### src/rtl/core/tacc_pkg.sv
// Shared types and constants for the toroidal activation cache table.
package tacc_pkg;

	// Command codes carried by an input transaction
	typedef enum logic [1:0] {
		CMD_QUERY    = 2'd0,
		CMD_ACTIVATE = 2'd1,
		CMD_MARK     = 2'd2,
		CMD_CLEAR    = 2'd3
	} tacc_cmd_t;

	// Two-bit entry states held in the table memory
	localparam logic [1:0] ENT_EMPTY     = 2'd0;
	localparam logic [1:0] ENT_ACTIVATED = 2'd1;
	localparam logic [1:0] ENT_CACHED    = 2'd2;

	// Position field width covers the largest supported side (256)
	localparam int POS_W = 8;
	// Coordinate width after sign extension and a +/-1 offset, room for +/- side
	localparam int COORD_EXT_W = 10;

	// Classified operation passed from the front end to the back end.
	// Index 0 is coordinate-1, index 1 the coordinate itself, index 2 coordinate+1.
	typedef struct packed {
		tacc_cmd_t               cmd;
		logic [2:0][POS_W-1:0]   pu;
		logic [2:0][POS_W-1:0]   pv;
	} tacc_op_t;

	// Back end status seen by the front end
	typedef struct packed {
		logic init_busy;
	} tacc_bstat_t;

	// Back end sequencer states
	typedef enum logic [3:0] {
		BS_INIT,
		BS_IDLE,
		BS_RD,
		BS_RD_WAIT,
		BS_ACT_RD,
		BS_ACT_WR,
		BS_MARK,
		BS_CLR,
		BS_OUT
	} tacc_bstate_t;

endpackage

### src/rtl/core/tacc_front.sv
// Front end: side length register, input acceptance and coordinate wrapping.
module tacc_front #(
	parameter int MAX_SIDE = 64
) (
	input  logic                  clk,
	input  logic                  arst_n,
	// side length write
	input  logic                  cfg_valid,
	output logic                  cfg_ready,
	input  logic [6:0]            table_size,
	// command input
	input  logic                  in_valid,
	output logic                  in_stall,
	input  logic [1:0]            command,
	input  logic signed [7:0]     coord_u,
	input  logic signed [7:0]     coord_v,
	// queue side
	input  tacc_pkg::tacc_bstat_t bstat,
	input  logic                  q_full,
	output logic                  q_push,
	output tacc_pkg::tacc_op_t    q_op
);

	localparam int SW = $clog2(MAX_SIDE + 1);
	localparam int PW = (MAX_SIDE > 1) ? $clog2(MAX_SIDE) : 1;
	localparam int CW = tacc_pkg::COORD_EXT_W;
	localparam int SIZE_RST = (MAX_SIDE < 64) ? MAX_SIDE : 64;

	logic [SW-1:0] size_q;
	logic signed [CW-1:0] cu;
	logic signed [CW-1:0] cv;

	// Zero maps to one, anything above the maximum saturates
	function automatic logic [SW-1:0] clamp_size(input logic [6:0] v);
		if (v == 7'd0) begin
			return SW'(1);
		end else if (int'(v) > MAX_SIDE) begin
			return SW'(MAX_SIDE);
		end else begin
			return SW'(v);
		end
	endfunction

	// One add or subtract of the side, then anything still out of range maps to 0
	function automatic logic [PW-1:0] wrap_pos(input logic signed [CW-1:0] c,
			input logic [SW-1:0] s);
		logic signed [CW-1:0] se;
		logic signed [CW-1:0] t;
		se = $signed(CW'(s));
		if (c >= se) begin
			t = c - se;
		end else if (c < 0) begin
			t = c + se;
		end else begin
			t = c;
		end
		if (t >= 0 && t < se) begin
			return PW'(t);
		end else begin
			return '0;
		end
	endfunction

	// Side length register
	always_ff @(posedge clk or negedge arst_n) begin
		if (!arst_n) begin
			size_q <= SW'(SIZE_RST);
		end else if (cfg_valid) begin
			size_q <= clamp_size(table_size);
		end
	end

	assign cfg_ready = 1'b1;

	// Input handshake: hold off during the reset clear and when the queue is full
	assign in_stall = bstat.init_busy || q_full;
	assign q_push   = in_valid && !in_stall;

	// Classify and wrap the neighbourhood coordinates
	assign cu = CW'(coord_u);
	assign cv = CW'(coord_v);

	always_comb begin
		q_op.cmd   = tacc_pkg::tacc_cmd_t'(command);
		q_op.pu[0] = tacc_pkg::POS_W'(wrap_pos(cu - CW'(1), size_q));
		q_op.pu[1] = tacc_pkg::POS_W'(wrap_pos(cu, size_q));
		q_op.pu[2] = tacc_pkg::POS_W'(wrap_pos(cu + CW'(1), size_q));
		q_op.pv[0] = tacc_pkg::POS_W'(wrap_pos(cv - CW'(1), size_q));
		q_op.pv[1] = tacc_pkg::POS_W'(wrap_pos(cv, size_q));
		q_op.pv[2] = tacc_pkg::POS_W'(wrap_pos(cv + CW'(1), size_q));
	end

endmodule

### config.mk
export PLATFORM = sky130hd
export DESIGN_NAME = tacc_front
export DESIGN_NICKNAME = d
export VERILOG_FILES = /design/src/rtl/core/tacc_pkg.sv /design/src/rtl/core/tacc_front.sv
export SDC_FILE = /design/constraint.sdc
export NUM_CORES = 1
export LEC_CHECK = 0
export ABC_AREA = 1
export BUFFER_PORTS_ARGS = -buffer_cell sky130_fd_sc_hd__buf_2
export CAP_MARGIN = 20
export CORE_UTILIZATION = 55
export DETAILED_ROUTE_END_ITERATION = 8
export GPL_TIMING_DRIVEN = 0
export HOLD_SLACK_MARGIN = 0.12
export PLACE_DENSITY = 0.76
export SLEW_MARGIN = 20
export SYNTH_ARGS = -nofsm -noshare
export SYNTH_HDL_FRONTEND = slang
export SYNTH_SLANG_ARGS = --single-unit
### constraint.sdc
create_clock -name clk -period 5.15 [get_ports clk]
set_clock_uncertainty 0.05 [all_clocks]
set_input_delay 0.7725 -clock clk [delete_from_list [all_inputs] [get_ports clk]]
set_output_delay 0.7725 -clock clk [all_outputs]
set_load 0.01 [all_outputs]
# Word-level counts from Yosys, hierarchy flattened
# Index checks and enable logic that the tools add are counted.
[totals]
reg_bits = 7
input_bits = 31
output_inout_bits = 53
wordCells = 72
[op_classes]
n_addsub = 16
n_lt_le_gt_ge = 25
mux = 20
n_reduce_logical = 10
[ops]
columns = ["op", "n"]
rows = [
  ["$mux W10", 12],
  ["$ge A10 B1 Y1 const B", 6],
  ["$lt A10 B8 Y1", 6],
  ["$add A9 B8 Y10", 4],
  ["$sub A9 B8 Y10", 4],
  ["$ge A9 B8 Y1", 4],
  ["$lt A9 B1 Y1 const B", 4],
  ["$mux W6", 6],
  ["$add A8 B2 Y9 const B", 2],
  ["$add A8 B8 Y9", 2],
  ["$sub A8 B2 Y9 const B", 2],
  ["$sub A8 B8 Y9", 2],
  ["$ge A8 B8 Y1", 2],
  ["$lt A8 B1 Y1 const B", 2],
  ["$mux W7", 2],
  ["$gt A7 B7 Y1 const B", 1],
  ["$logic_and A1 B1 Y1", 7],
  ["$logic_not A7 Y1", 1],
  ["$logic_not A1 Y1", 1],
  ["$logic_or A1 B1 Y1", 1],
]

# Logic depth before layout (Yosys ltp)
[depth]
depth_word = 7
mapped_depth = 28
ltp_nobuf = 28

# Worst setup path after synthesis
# Ideal clock, no wire load.
[synth_timing]
kind = "input -> output"
from = "input port coord_u[0]"
to = "output port q_op[24] in the netlist's numbering"
t_arrival_ns = 3.966
t_required_ns = 4.328
slack_ns = 0.362
stages = 26
path_buffers = 0
path_cell_list = "inv_1 ha_1 nand2_1 nor2_1 inv_1 nor3_1 xor2_1 ha_1 inv_1 nand4_1 nor2_1 nand3_1 nand2_1 inv_1 nand2_2 nand2_2 o211ai_1 o21ai_0 ha_1 a21oi_1 nor2_1 a211oi_1 nand2_1 nand2_1 nand2_1 nor2_1"
[synth_rtl]
columns = ["item", "line_no", "text"]
rows = [
  ["from (decl)", "tacc_front.sv:15", "input logic signed [7:0] coord_u,"],
  ["to (decl)", "tacc_front.sv:21", "output tacc_pkg::tacc_op_t q_op"],
]

==> impl_metrics.tcl <==
set metrics [dict create \
    ctsHoldBuffers 0 \
    ys_seq_area_share_pct 2.54 \
    synth_common_cells "nand2_1 (277), inv_1 (188), ha_1 (122)" \
    clkTransAtPathRegs_ps 40 \
    largest_reg_flops 7 \
    area_growth_pct 29.7 \
    first_global_vias 6922 \
    vdd_drop_max_mv 0.172 \
    place_worst_setup_slack_ps -552 \
    synth_seq_cells 7 \
    largest_register "size_q" \
    viasPerCell 5.48 \
    port_buffers 66 \
    clock_sinks 7 \
    ys_async_sr_fraction_pct 100 \
    start_kind "primary input" \
    synth_top_area_cell "ha_1" \
    drv_slew 0 \
    routedWlPerCell_microns 15.0 \
    switching_share_pct 55.2 \
    track_usage_pct 31.2 \
    ant_nets 0 \
    yosys_warnings 0 \
    finalSetupViolCount 0 \
    die_width_microns 114 \
    largestRegisters "size_q (7)" \
    overflow 0 \
    syn-cell-area_sq_mm 0.00696 \
    dpl.hpwl_mm 15.3 \
    cts_made_buffers 3 \
    min_period_over_period_pct 99.0 \
    grt_start_max_net_pins 24 \
    diodes 0 \
    hold_viol 0 \
    rsz0062_at_grt "yes" \
    fin_total_pwr_w 0.00171 \
    antenna_found_initial 0 \
    p_seq_share_pct 4.8 \
    syn_inst 1167 \
    powerDensity_mw_per_mm2 189 \
    root_buffer "clkbuf_16" \
    status "completed" \
    vias 8223 \
    yosysTopAreaCellShare_pct 21.9 \
    grt_pass1_wl_mm 32.8 \
    drive_gt1_share_pct 27.2 \
    die_area_sq_mm 0.0131 \
    initial_core_util_pct 57.2 \
    cts_buffer_depth 2 \
    syn-mean-instance-area_sq_um 5.96 \
    pwr-share-clk_pct 8.0 \
    layout_setup_ws_ps 53.7 \
    synth.most_common_cell "nand2_1" \
    finalInstanceArea_sq_mm 0.00902 \
    die_y_microns 114 \
    synth_cell_types 51 \
    p_int_w 0.000766 \
    insertion_delay_ps 240 \
    wirelength_mm 22.5 \
    synth_edf_count 0 \
    synth.area.top_cells "ha_1 (22%), nand2_1 (15%), inv_1 (10%), xor2_1 (6.7%), nor2_1 (6.0%)" \
    place_area_sq_mm 0.00754 \
    cap_violations 0 \
    fmax_mhz 196 \
    drtIter0Drc 768 \
    crit_required_ps 4330 \
    worstSetupPathType "in -> out" \
    h-tree-depth 1 \
    crit_arrival_ps 4270 \
    hold_class "in -> async" \
    synthFlopType "dfrtp_1" \
    place_congestion 0.952 \
    p_comb_share_pct 87.2 \
    p_leak_nw 4.79 \
    drt_drc_violations_left 0 \
    finalCriticalPeriod_ps 5100 \
    critPathMaxFanout 6 \
    cts_tree "yes" \
    endpoint_kind "output pin" \
    dr.pass1.iters 6 \
    placementRows 40 \
    core_sq_mm 0.0122 \
    boundaryPins 84 \
    p_sw_w 0.000942 \
    nets 1499 \
]
==> metal layers <==
layer  vias to the layer above  part of all wire [%]  global-route usage (%)
met4                         0                   2.8                    6.23
li1                       4065                     -                       -
met5                         -                     0                       0
met1                      3698                    44                    45.0
met3                        59                   8.0                    1.75
met2                       401                    46                    51.2
==> power by group through the flow <==
stage	logic, W	clock network (W)	registers [W]
floorplan	0.000924	0	0.0000692
global placement	0.00118	0	0.0000793
detailed placement	0.00120	0	0.0000797
CTS	0.00126	0.000136	0.0000805
global route	0.00166	0.000139	0.0000815
finish	0.00149	0.000137	0.0000816
==> metrics by stage <==
step | setup TNS (ps) | cells | utilization [%] | hold WS, ps
4_1_cts | -135 | 1445 | 65.7 | 315
3_5_place_dp | -7810 | 1412 | 62.0 | 561
3_3_place_gp | -6550 | 1412 | 62.0 | 559
5_1_grt | -3510 | 1501 | 74.2 | 322
6_report | 0 | 1501 | 74.2 | 310
2_1_floorplan | 0 | 1178 | - | 427
==> cells in the final DEF (no fill, tap or decap), types with 6 or more instances in the layout <==
cell        instances
buf_6              11
conb_1             13
nand3_1            44
o21ai_0            56
o21ai_1             7
a21oi_1            63
a21oi_2             7
nor2_4             12
inv_2              28
xnor2_1             6
dfrtp_2             6
nand4_1            22
buf_2              68
nor3_1             15
nand2_4             9
fa_1               12
a31oi_1            10
clkinvlp_4          6
nand2_2            19
xor2_1             40
nand2_1           260
nor2_1            104
inv_1             159
ha_4               17
o211ai_1           17
ha_1              101
nor2_2             12
buf_4              99
xor2_2             12
==> critical path, cell delays in order <==
cell        delay (ps)
buf_8               80
clkinvlp_4         160
buf_6              170
nor2_4             140
nand3_2            120
xor2_2             190
inv_2               80
ha_4               260
buf_4              150
a21oi_2            160
nand3_2            120
nand2_2            110
nand3_2             80
buf_4              150
nor2_1             120
a21oi_1             70
nand2_1            110
inv_1               70
ha_4               220
a21oi_2            150
nor3_1              70
a211oi_1           210
nand2_1             90
nand2_1             80
nand2_2            100
nor2_1             110
buf_2              140
==> cells by family after synthesis <==
| kind of cell | share of synthesized area (%) |
|---|---|
| flip-flops | 2.54 |
| XOR/XNOR | 7.43 |
| AND/OR/NAND/NOR | 33.4 |
| other | 0.108 |
| AO/OA/AOI/OAI | 16.7 |
| buffers and inverters | 14.5 |
| adder cells (fa/ha/maj) | 25.4 |
==> worst paths after layout <==
check	end	cells past startpoint	from	slack, ps
max in group asynchronous	size_q[6]	1	arst_n	4510
worst max register to register	size_q[6]	4	size_q[6]	3530
min in group clk	size_q[3]	3	table_size[3]	740
worst min-delay path	size_q[0]	1	arst_n	310
worst max-delay path	q_op[40]	27	coord_u[0]	50
worst min register to register	size_q[0]	2	size_q[0]	740
==> cell type report <==
| type | instances | area, sq um |
|---|---|---|
| plain buffers | 40 | 278 |
| clock buffers | 3 | 75.1 |
| clock inverters | 1 | 5.00 |
| fillers | 996 | 3140 |
| inverters | 199 | 786 |
| multi-input cells | 931 | 6410 |
| flip-flops and latches | 7 | 188 |
| well taps | 168 | 210 |
| repair buffers | 152 | 1070 |
==> repair_timing <==
| item | CTS | global route |
|---|---|---|
| gates resized for setup | 37 | 148 |
| setup buffers | 30 | 56 |
| pin swaps | 10 | 70 |
| cloned | 0 | 0 |
| endpoints found under the setup margin | 36 | 36 |
Note: power is estimated with default switching activity, not from simulation.
