==> src/rtl/core/tacc_pkg.sv <==
// Shared types and constants for the toroidal activation cache table.
package tacc_pkg;

	// Command codes carried by an input transaction
	typedef enum logic [1:0] {
		CMD_QUERY    = 2'd0,
		CMD_ACTIVATE = 2'd1,
		CMD_MARK     = 2'd2,
		CMD_CLEAR    = 2'd3
	} tacc_cmd_t;

	// Two-bit entry states held in the table memory
	localparam logic [1:0] ENT_EMPTY     = 2'd0;
	localparam logic [1:0] ENT_ACTIVATED = 2'd1;
	localparam logic [1:0] ENT_CACHED    = 2'd2;

	// Position field width covers the largest supported side (256)
	localparam int POS_W = 8;
	// Coordinate width after sign extension and a +/-1 offset, room for +/- side
	localparam int COORD_EXT_W = 10;

	// Classified operation passed from the front end to the back end.
	// Index 0 is coordinate-1, index 1 the coordinate itself, index 2 coordinate+1.
	typedef struct packed {
		tacc_cmd_t               cmd;
		logic [2:0][POS_W-1:0]   pu;
		logic [2:0][POS_W-1:0]   pv;
	} tacc_op_t;

	// Back end status seen by the front end
	typedef struct packed {
		logic init_busy;
	} tacc_bstat_t;

	// Back end sequencer states
	typedef enum logic [3:0] {
		BS_INIT,
		BS_IDLE,
		BS_RD,
		BS_RD_WAIT,
		BS_ACT_RD,
		BS_ACT_WR,
		BS_MARK,
		BS_CLR,
		BS_OUT
	} tacc_bstate_t;

endpackage

==> src/rtl/core/tacc_fifo.sv <==
// Short operation queue between the front end and the back end.
module tacc_fifo #(
	parameter int DEPTH = 2
) (
	input  logic              clk,
	input  logic              arst_n,
	input  logic              push,
	input  tacc_pkg::tacc_op_t wdata,
	output logic              full,
	input  logic              pop,
	output tacc_pkg::tacc_op_t rdata,
	output logic              empty
);

	localparam int PW = (DEPTH > 1) ? $clog2(DEPTH) : 1;
	localparam int CW = $clog2(DEPTH + 1);

	tacc_pkg::tacc_op_t buf_q [DEPTH];
	logic [PW-1:0] wr_ptr_q;
	logic [PW-1:0] rd_ptr_q;
	logic [CW-1:0] count_q;

	assign full  = (count_q == CW'(DEPTH));
	assign empty = (count_q == '0);
	assign rdata = buf_q[rd_ptr_q];

	// Pointers and fill count
	always_ff @(posedge clk or negedge arst_n) begin
		if (!arst_n) begin
			wr_ptr_q <= '0;
			rd_ptr_q <= '0;
			count_q  <= '0;
		end else begin
			if (push) begin
				wr_ptr_q <= (wr_ptr_q == PW'(DEPTH - 1)) ? '0 : wr_ptr_q + 1'b1;
			end
			if (pop) begin
				rd_ptr_q <= (rd_ptr_q == PW'(DEPTH - 1)) ? '0 : rd_ptr_q + 1'b1;
			end
			if (push && !pop) begin
				count_q <= count_q + 1'b1;
			end else if (pop && !push) begin
				count_q <= count_q - 1'b1;
			end
		end
	end

	// Entry storage
	always_ff @(posedge clk) begin
		if (push) begin
			buf_q[wr_ptr_q] <= wdata;
		end
	end

endmodule

==> config.mk <==
export PLATFORM = sky130hd
export DESIGN_NAME = tacc_fifo
export DESIGN_NICKNAME = d
export VERILOG_FILES = /design/src/rtl/core/tacc_pkg.sv /design/src/rtl/core/tacc_fifo.sv
export SDC_FILE = /design/constraint.sdc
export NUM_CORES = 1
export LEC_CHECK = 0
export BUFFER_PORTS_ARGS = -buffer_cell sky130_fd_sc_hd__buf_2
export CAP_MARGIN = 20
export CORE_MARGIN = 3
export CORE_UTILIZATION = 49
export CTS_BUF_LIST = sky130_fd_sc_hd__clkbuf_4 sky130_fd_sc_hd__clkbuf_8
export DETAILED_ROUTE_END_ITERATION = 12
export PLACE_DENSITY = 0.78
export SLEW_MARGIN = 20
export SYNTH_ARGS = -nofsm -noshare
export SYNTH_HDL_FRONTEND = slang
export SYNTH_SLANG_ARGS = --single-unit
==> constraint.sdc <==
create_clock -name clk -period 3.3 [get_ports clk]
set_input_delay 0.165 -clock clk [delete_from_list [all_inputs] [get_ports clk]]
set_output_delay 0.165 -clock clk [all_outputs]
set_load 0.02 [all_outputs]
---- Word-level counts from Yosys, hierarchy flattened ----
Memories as Yosys holds them, arrays and structs flattened.
Index checks and enable logic that the tools add are counted.
word-level totals
  flip-flop bits (word level) ............. 4
  memory bits (writable) .................. 100
  logic and storage cells ................. 21
  memories ................................ 1
operators by class
  reduce and logical (&&, ||, !) cells .... 6
  equal/unequal tests ..................... 1
  multiplexer cells ....................... 6
  add/sub/neg operators ................... 4
memories
  memory  words  bits a word  read ports  clocked after Yosys merged registers in  wr ports  RTL line         RTL
  buf_q   2      50           1           0                                        1         tacc_fifo.sv:18  tacc_pkg::tacc_op_t buf_q [DEPTH];
operators by type and width
  cell                 count
  $mux 1               4
  $mux 2               2
  $add 1x1->1 const B  2
  $add 2x1->2 const B  1
  $eq 2x2->1 const B   1
  $logic_and 1x1->1    2
  $logic_not 1->1      2
  $logic_not 2->1      1
  $reduce_bool 2->1    1
  $sub 2x1->2 const B  1

---- Longest topological paths before layout ----
Gate-level depths: netlist of run 1.
  depth after elaboration ................. 4
  mapped depth ............................ 5

---- Worst setup path after synthesis of run 1 ----
Ideal clock, no wire load.
  path kind ............................... flip-flop to flip-flop
  start ................................... register wr_ptr_q
  end ..................................... memory buf_q[0][0] (netlist name) (enable)
  arrival ................................. 2632 ps
  period minus slack after synthesis ...... 3096 ps
  data required time ...................... 2836 ps
  stages on the path, launching flop included .. 2
  slack ................................... 204 ps
  buffers on the path ..................... 0
  cell sequence ........................... dfrtp_1 -> nor2b_1
RTL lines
  what                      RTL line         RTL
  start: declaration        tacc_fifo.sv:19  logic [PW-1:0] wr_ptr_q;
  start signal: assignment  tacc_fifo.sv:35  wr_ptr_q <= (wr_ptr_q == PW'(DEPTH - 1)) ? '0 : wr_ptr_q + 1'b1;
  end: declaration          tacc_fifo.sv:18
Straight into the memory's write port.

==> impl_metrics.toml, run 1 <==
[finish]
antenna_cells_inserted = 0
finish.instance_area_um2 = 5301
stdcell_count = 442
area_growth_pct = 30.97
final_core_util = 0.6721
area_of_the_multi_input_gates_um2 = 838.3
ff_latch_area_um2 = 3107
n_fill_cell = 521
design.final.nets = 390
share_of_layout_cells_above_drive_strength_1 = 0.5176

[routing]
detailedRoute.firstPassIterationCount = 4
detail_route.wl_per_cell_um = 14.93
detail_route.drc_violations = 0
wl_um = 6598
routed_via_count = 2052
drtAntennaViolNets = 0
drt_first_iter_violations = 48
detail_routed_via_count_per_cell = 4.643

[logic_synthesis]
postSynth.topFlopCell = "sky130_fd_sc_hd__edfxtp_1"
yosys_warnings = 0
yosys_register_bits = 104
top_count_cell_post_synth = "sky130_fd_sc_hd__edfxtp_1"
post_synth_net_total = 227
syn-instance-count = 172
post_synth_most_frequent_cells = "100 x sky130_fd_sc_hd__edfxtp_1, 49 x sky130_fd_sc_hd__mux2_4, 5 x sky130_fd_sc_hd__buf_12"
synth.largest_area_cell = "sky130_fd_sc_hd__edfxtp_1"
post-synth-top-area-fraction = 0.7419
synth.lib_cells_used.distinct = 13
edff_count_synth = 100
post_syn_area_um2 = 4048
post_synth.cell_area_avg_um2 = 23.53
post_synth_main_area_contributors = "sky130_fd_sc_hd__edfxtp_1 74%, sky130_fd_sc_hd__mux2_4 18%, sky130_fd_sc_hd__buf_12 2.5%"
async_reset_ff_frac = 0.03846
share_of_the_yosys_chip_area_belonging_to_registers = 0.7666

[critical_path]
critical_path.startpoint_type = "flop"
crit_type = "reg -> out"
timing.critical_path.to_type = "output port"
worst_ep_required_time_ns = 3.13
crit_fanout = 51
cp_data_arrival_time_ns = 1.99

[die]
die_x_um = 96.89
number_of_top_level_design_ports = 106
die_h_um = 96.89
die_area_um2 = 9387
number_of_rows_in_the_core_area = 32
floorplan.initialDensity = 0.5132
core_um2 = 7888

[timing]
timing.setup.tns_ns = 0
period_share = 0.6544
report.final.slew_viol_count = 0
timing.slew.headroom = 0.3774
upper_clock_frequency_limit_ghz = 0.4631
finClkSkew_ns = 0.005456
setup_violations = 0
worstMarginPinSlew_ns = 0.9340
finalHoldViolations = 0
finalWorstPathRequiredPeriod_ns = 2.159
rsz0062_at_grt = "false"
final.setup.worst_slack_ns = 1.141

[clock_tree]
clock_insertion_delay_worst_skew_ns = 0.35
h_tree_levels = 3
cts_made_buffers = 9
tritoncts_num_sinks = 104
tritoncts = "done"
clockRootBuffer = "sky130_fd_sc_hd__clkbuf_8"
clock_tree.buffer_depth = 2
worst_setup_hold_path_clk_slew_ns = 0.09

[global_route]
maximum_number_of_pins_on_one_net_before_global_route_repair = 52
first_global_vias = 2242
grt_first_pass_wirelength_um = 10870
initial_antenna_violation_count = 0
overflow_left_after_global_routing = 0
grt_usage = 0.1466

[place]
placed_cells_incl_taps = 376
dpl.hpwl_um = 4177
routabilityCongestion = 0.6698
detailedPlace.worstSlack_ns = 1.516
port_buffers = 105
cell_area_after_placement_um2 = 4624

[pwr]
leakage_nw = 2.172
worst_ir_drop_vdd_v = 0.0008855
powerDensity_nw_per_um2 = 772.8

[run_status]
outcome = "complete, no violations"

[min_path]
hold_path.class = "in -> reg"

[job]
maxCapViolations = 0
==> what timing repair did <==
action	4_1_cts	5_1_grt
setup buffers	0	0
hold buffers	50	0
hold endpoints to repair	100	0
resized for setup	0	0
setup endpoints to repair	0	0
==> flip-flops by register name, indices dropped and copies added (netlist names) <==
name      cells
rd_ptr_q      1
wr_ptr_q      1
count_q       2
buf_q       100
==> metal layers <==
| metal | track usage | up-vias | share of wire |
|---|---|---|---|
| met5 | 0 | - | 0 |
| met4 | 0.05184 | 0 | 0.0080 |
| met3 | 0.03965 | 5 | 0.050 |
| met2 | 0.2633 | 71 | 0.54 |
| met1 | 0.1678 | 978 | 0.40 |
| li1 | - | 998 | - |
==> cells in the final DEF (no fill, tap or decap) <==
master                          instances
sky130_fd_sc_hd__and2_2                 1
sky130_fd_sc_hd__buf_2                105
sky130_fd_sc_hd__buf_4                  3
sky130_fd_sc_hd__clkbuf_8               9
sky130_fd_sc_hd__clkinv_1               1
sky130_fd_sc_hd__clkinv_2               1
sky130_fd_sc_hd__clkinv_4               2
sky130_fd_sc_hd__dfrtp_1                3
sky130_fd_sc_hd__dfrtp_4                1
sky130_fd_sc_hd__dlygate4sd3_1         50
sky130_fd_sc_hd__edfxtp_1             100
sky130_fd_sc_hd__ha_1                   1
sky130_fd_sc_hd__inv_1                  1
sky130_fd_sc_hd__inv_6                  3
sky130_fd_sc_hd__mux2_2                 1
sky130_fd_sc_hd__mux2_4                49
sky130_fd_sc_hd__nor2_1                 2
sky130_fd_sc_hd__nor2b_1                1
sky130_fd_sc_hd__nor2b_4                1
sky130_fd_sc_hd__xnor2_1                1
sky130_fd_sc_hd__xor2_1                 4
==> worst paths after layout <==
| path | end | cells after the start | slack, ns | startpoint |
|---|---|---|---|---|
| setup reg to reg | buf_q[1][5]$_DFFE_PP_ | 2 | 1.54 | wr_ptr_q$_DFFE_PN0P_ |
| max in group asynchronous | rd_ptr_q$_DFFE_PN0P_ | 2 | 3.02 | arst_n |
| hold reg to reg | count_q[1]$_DFFE_PN0P_ | 1 | 0.49 | count_q[1]$_DFFE_PN0P_ |
| min in group asynchronous | count_q[0]$_DFFE_PN0P_ | 2 | 0.14 | arst_n |
| setup / recovery | rdata[29] | 2 | 1.14 | rd_ptr_q$_DFFE_PN0P_ |
| hold / removal | buf_q[0][44]$_DFFE_PP_ | 1 | 0.03 | wdata[44] |
==> kinds of logic after synthesis <==
group	share of synthesized area
xor gates and xnor gates	0.01082
adders and majority gates	0.003091
buffers and inverters	0.02844
DFF	0.7666
muxes	0.1845
and+or+nand+nor	0.006493
==> final cells by class <==
cell class / instances / share of cell area
Timing Repair Buffer: 158 / 0.1978
Sequential cell: 104 / 0.5860
Inverter: 1 / 0.0007080
Multi-Input combinational cell: 61 / 0.1581
Clock inverter: 7 / 0.009913
Clock buffer: 9 / 0.02337
Tap cell: 102 / 0.02407
==> report_power, final <==
| part | total, W | internal (W) | leakage (nW) | switching [W] |
|---|---|---|---|---|
| sequential | 0.00200 | 0.00176 | 0.984 | 0.000245 |
| combinational | 0.00141 | 0.000726 | 1.10 | 0.000684 |
| clock | 0.000686 | 0.000281 | 0.0920 | 0.000405 |
==> through the flow <==
stage / hold WS, ns / power (W)
floorplan: -0.1306 / 0.003128
global placement: -0.02481 / 0.003389
detailed placement: -0.02348 / 0.003414
CTS: 0.006685 / 0.004147
global route: 0.009063 / 0.004305
finish: 0.03165 / 0.004097
==> worst max-delay path: stages, from the launching register on <==
cell and delay (ns):
sky130_fd_sc_hd__dfrtp_4 1.06, sky130_fd_sc_hd__mux2_2 0.41, sky130_fd_sc_hd__buf_2 0.16
Power figures use the tool's default switching activity.
==> run 2: changes to the inputs <==
- CORE_UTILIZATION: 49 -> 50
- PLACE_DENSITY: 0.78 -> 0.76
- clock period: 3.3 -> 2.2 ns (I/O delays scaled with it)
==> run 2 against run 1 <==
Compared with the run above:
- critical path depth is 1 higher
- sequential power is 44% higher
- cell count is 1.4% higher
- critical path type unchanged
- largest cell class unchanged
- largest power group unchanged
==> impl_metrics.toml, run 2 (synthesis results as in run 1) <==
[global_route]
initial_antenna_violation_count = 0
overflow_left_after_global_routing = 0
first_global_vias = 2259
grt_usage = 0.1608
maximum_number_of_pins_on_one_net_before_global_route_repair = 34
grt_first_pass_wirelength_um = 10830

[finish]
flip_flop_count_of_the_largest_register_after_layout = 100
reg.largest.list = "buf_q x100, count_q x2"
layout_common_cells = "105 x sky130_fd_sc_hd__buf_2, 100 x sky130_fd_sc_hd__edfxtp_1, 53 x sky130_fd_sc_hd__dlygate4sd3_1"
antenna_cells_inserted = 0
max_flop_register = "buf_q"
layout_commonest_cell = "sky130_fd_sc_hd__buf_2"
design.final.nets = 396
share_of_layout_cells_above_drive_strength_1 = 0.5173
finish.instance_area_um2 = 5361
n_fill_cell = 507
area_growth_pct = 32.46

[pwr]
netSwitchingPower_w = 0.002040
reg_power_frac = 0.462
cellInternalPower_w = 0.004167
power.share.switching = 0.3286
power_frac_comb = 0.373
leakage_nw = 2.199
powerDensity_nw_per_um2 = 1158
worst_ir_drop_vdd_v = 0.0006739
clock_power_share = 0.165

[timing]
setup_violations = 0
rsz0062_at_grt = "false"
worstMarginPinSlew_ns = 0.4474
period_share = 0.8944
upper_clock_frequency_limit_ghz = 0.5082
finalWorstPathRequiredPeriod_ns = 1.968
finalHoldWorstSlack_ns = 0.1085
timing.setup.tns_ns = 0
timing.slew.headroom = 0.7017
finClkSkew_ns = 0.005966
finalHoldViolations = 0
report.final.slew_viol_count = 0

[routing]
detail_route.wl_per_cell_um = 15.95
drt_first_iter_violations = 76
wl_um = 7147
detailedRoute.firstPassIterationCount = 4
drtAntennaViolNets = 0
detail_routed_via_count_per_cell = 4.710
routed_via_count = 2110
detail_route.drc_violations = 0

[critical_path]
timing.critical_path.to_type = "output port"
critical_path.startpoint_type = "flop"
worst_ep_required_time_ns = 2.09
crit_type = "reg -> out"
crit_fanout = 23
cp_data_arrival_time_ns = 1.86

[place]
port_buffers = 105
routabilityCongestion = 0.7722
cell_area_after_placement_um2 = 4659
dpl.hpwl_um = 4531

[clock_tree]
clock_tree.buffer_depth = 2
cts_made_buffers = 9
clockRootBuffer = "sky130_fd_sc_hd__clkbuf_8"
ctsHoldBuffers = 53
h_tree_levels = 3
tritoncts_num_sinks = 104
tritoncts = "done"
postcts_resize_cnt = 0
worst_setup_hold_path_clk_slew_ns = 0.09
clock_insertion_delay_worst_skew_ns = 0.35
cts_post_setup_buffers_inserted = 0

[die]
core_um2 = 7807
die_h_um = 95.98
floorplan.initialDensity = 0.5184
number_of_rows_in_the_core_area = 32
die_x_um = 95.98
die_area_um2 = 9211
number_of_top_level_design_ports = 106

[job]
maxCapViolations = 0

[min_path]
hold_path.class = "in -> async"

[run_status]
outcome = "complete, no violations"
## run 2: changes by cell type in the layout (fill, tap and decap cells not counted)
cell                            before  now
sky130_fd_sc_hd__dlygate4sd3_1      50   53
sky130_fd_sc_hd__buf_4               3    5
sky130_fd_sc_hd__inv_6               3    1
sky130_fd_sc_hd__buf_12              0    1
sky130_fd_sc_hd__clkinv_2            1    2
sky130_fd_sc_hd__clkinvlp_4          0    1
## run 2: layer usage
layer,track usage,up-vias,routed length [um]
li1,-,1005,-
met1,0.1886,1034,2919
met2,0.2901,62,3868
met3,0.02346,9,241
met4,0.07464,0,118
met5,0,-,0
## run 2: area by class of cell
| type | count | area [um^2] | area share |
|---|---|---|---|
| multi-input cells | 61 | 838.3 | 0.1564 |
| repair buffers | 164 | 1114 | 0.2077 |
| inverters | 1 | 3.754 | 0.0007001 |
| flip-flops and latches | 104 | 3107 | 0.5795 |
| clock inverters | 7 | 47.55 | 0.008868 |
| well taps | 102 | 127.6 | 0.02380 |
| clock buffers | 9 | 123.9 | 0.02310 |
## run 2: power by group through the flow
stage          Clock (W)  Combinational [W]  Sequential [W]
4_1_cts          0.00106            0.00234         0.00287
2_1_floorplan          0            0.00192         0.00277
3_5_place_dp           0            0.00226         0.00292
6_report         0.00103            0.00232         0.00287
3_3_place_gp           0            0.00223         0.00290
5_1_grt          0.00114            0.00246         0.00292
## run 2: worst paths after layout
check | cells after the start | slack, ns | start | to
setup / recovery | 3 | 0.23 | rd_ptr_q$_DFFE_PN0P_ | rdata[6]
hold / removal | 2 | 0.11 | arst_n | rd_ptr_q$_DFFE_PN0P_
setup reg to reg | 2 | 0.84 | wr_ptr_q$_DFFE_PN0P_ | buf_q[1][28]$_DFFE_PP_
hold reg to reg | 1 | 0.49 | count_q[1]$_DFFE_PN0P_ | count_q[1]$_DFFE_PN0P_
max in group asynchronous | 2 | 1.96 | arst_n | rd_ptr_q$_DFFE_PN0P_
min in group clk | 2 | 0.48 | wdata[13] | buf_q[0][13]$_DFFE_PP_
## run 2: worst max-delay path, cell delays in order, from the launching register on
cell                      delay (ns)
sky130_fd_sc_hd__dfrtp_4        0.72
sky130_fd_sc_hd__buf_4          0.31
sky130_fd_sc_hd__mux2_4         0.32
sky130_fd_sc_hd__buf_2          0.16
## run 2: through the flow
stage | instances | worst slack, ns | utilization | power (W)
floorplan | 172 | 0.06504 | - | 0.004687
global placement | 379 | 0.6069 | 0.5968 | 0.005133
finish | 448 | 0.2322 | 0.6867 | 0.006207
CTS | 448 | 0.1942 | 0.6867 | 0.006270
global route | 448 | 0.1476 | 0.6867 | 0.006523
detailed placement | 379 | 0.5920 | 0.5968 | 0.005178
==> run 3: changes to the inputs <==
- CORE_UTILIZATION: 50 -> 49
- PLACE_DENSITY: 0.76 -> 0.78
- clock period: 2.2 -> 1.75 ns (I/O delays scaled with it)
==> run 3 against run 2 <==
Compared with the run above:
- register-to-register slack worse by 0.46 ns
- non-clock buffer count unchanged
- core utilization up 0.21 points
- cell count unchanged
- critical endpoint is now rdata[22]
- highest routed layer unchanged
==> impl_metrics.toml, run 3 (synthesis results as in run 1) <==
[run_status]
outcome = "complete, no violations"

[routing]
detail_route.wl_per_cell_um = 15.71
detail_routed_via_count_per_cell = 4.842
drtAntennaViolNets = 0
drt_first_iter_violations = 87
detail_route.drc_violations = 0
routed_via_count = 2169
wl_um = 7040
detailedRoute.firstPassIterationCount = 4

[clock_tree]
h_tree_levels = 3
tritoncts_num_sinks = 104
worst_setup_hold_path_clk_slew_ns = 0.10
clock_tree.buffer_depth = 2
cts_made_buffers = 9
clock_insertion_delay_worst_skew_ns = 0.36
clockRootBuffer = "sky130_fd_sc_hd__clkbuf_8"
cts_post_setup_buffers_inserted = 0
tritoncts = "done"

[timing]
setup_violations = 0
finalHoldViolations = 0
timing.slew.headroom = 0.8155
period_share = 0.9480
rsz0062_at_grt = "false"
final.setup.worst_slack_ns = 0.09093
finalHoldWorstSlack_ns = 0.05891
upper_clock_frequency_limit_ghz = 0.6027
worstMarginPinSlew_ns = 0.2768
finClkSkew_ns = 0.01115
report.final.slew_viol_count = 0
timing.setup.tns_ns = 0
finalWorstPathRequiredPeriod_ns = 1.659

[place]
dpl.hpwl_um = 4372
port_buffers = 105
detailedPlace.worstSlack_ns = 0.3219
routabilityCongestion = 0.6884

[global_route]
maximum_number_of_pins_on_one_net_before_global_route_repair = 37
first_global_vias = 2403
overflow_left_after_global_routing = 0
initial_antenna_violation_count = 0
grt_first_pass_wirelength_um = 11740
grt_usage = 0.1603

[finish]
reg.largest.list = "buf_q x100, count_q x2"
antenna_cells_inserted = 0
design.final.nets = 396
layout_commonest_cell = "sky130_fd_sc_hd__buf_2"
area_growth_pct = 34.22
share_of_layout_cells_above_drive_strength_1 = 0.5202
max_flop_register = "buf_q"
ff_latch_area_um2 = 3107
layout_common_cells = "105 x sky130_fd_sc_hd__buf_2, 100 x sky130_fd_sc_hd__edfxtp_1, 53 x sky130_fd_sc_hd__dlygate4sd3_1"
area_of_the_multi_input_gates_um2 = 838.3
final_core_util = 0.6888
flip_flop_count_of_the_largest_register_after_layout = 100
n_fill_cell = 537

[critical_path]
worst_ep_required_time_ns = 1.66
rr_worst_depth = 2
cp_data_arrival_time_ns = 1.57
crit_type = "reg -> out"
critical_path.startpoint_type = "flop"
timing.critical_path.to_type = "output port"
crit_fanout = 24

[job]
maxCapViolations = 0

[min_path]
hold_path.class = "in -> async"

[die]
die_x_um = 96.89
number_of_top_level_design_ports = 106
die_area_um2 = 9387
number_of_rows_in_the_core_area = 32
core_um2 = 7888
die_h_um = 96.89
floorplan.initialDensity = 0.5132

[pwr]
leakage_nw = 2.226
worst_ir_drop_vdd_v = 0.0009722
powerDensity_nw_per_um2 = 1489
-- run 3: cell types whose count changed in the layout (fill, tap and decap cells not counted) --
cell / previous run / this run
sky130_fd_sc_hd__buf_8: 0 / 1
sky130_fd_sc_hd__bufinv_16: 0 / 1
sky130_fd_sc_hd__clkinv_1: 1 / 0
sky130_fd_sc_hd__buf_12: 1 / 3
sky130_fd_sc_hd__inv_8: 0 / 2
sky130_fd_sc_hd__buf_4: 5 / 2
sky130_fd_sc_hd__clkinv_2: 2 / 0
-- run 3: area by class of cell --
| class | instances | area share |
|---|---|---|
| Sequential cell | 104 | 0.5719 |
| Timing Repair Buffer | 164 | 0.2110 |
| Multi-Input combinational cell | 61 | 0.1543 |
| Tap cell | 102 | 0.02349 |
| Clock buffer | 9 | 0.02280 |
| Clock inverter | 7 | 0.01589 |
| Inverter | 1 | 0.0006909 |
-- run 3: layer usage --
metal	vias up	global-route usage	routed length (um)	share of wire
met4	0	0.07451	151	0.021
li1	1013	-	-	-
met2	84	0.2813	3718	0.53
met3	13	0.03172	363	0.052
met5	-	0	0	0
met1	1059	0.1892	2806	0.40
-- run 3: what timing repair did --
action                                  CTS  global route
hold buffers                             53             0
hold endpoints to repair                106             0
endpoints found under the setup margin   23            17
gates resized for setup                   1             1
-- run 3: worst max-delay path: stages, from the launching register on --
cell and delay, ns:
sky130_fd_sc_hd__dfrtp_4 0.45, sky130_fd_sc_hd__buf_8 0.27, sky130_fd_sc_hd__mux2_4 0.33, sky130_fd_sc_hd__buf_2 0.16
-- run 3: power breakdown --
part,switching (W),internal (W)
Clock,0.000833,0.000691
Combinational,0.00163,0.00146
Sequential,0.000166,0.00331
Total,0.00263,0.00546
-- run 3: per-stage QoR --
step | power [W] | instances | area [um^2]
after floorplan | 0.005888 | 172 | 4056
after global placement | 0.006492 | 379 | 4684
after detailed placement | 0.006557 | 379 | 4684
after CTS | 0.008185 | 448 | 5429
after global routing | 0.008474 | 448 | 5433
final | 0.008091 | 448 | 5433
-- run 3: path summary, 6_finish.rpt --
kind	from	endpoint	slack, ns
min in group clk	wdata[31]	buf_q[0][31]$_DFFE_PP_	0.45
worst min register to register	count_q[1]$_DFFE_PN0P_	count_q[1]$_DFFE_PN0P_	0.52
worst max register to register	wr_ptr_q$_DFFE_PN0P_	buf_q[1][24]$_DFFE_PP_	0.38
max in group asynchronous	arst_n	rd_ptr_q$_DFFE_PN0P_	1.56
worst max-delay path	rd_ptr_q$_DFFE_PN0P_	rdata[22]	0.09
worst min-delay path	arst_n	rd_ptr_q$_DFFE_PN0P_	0.06
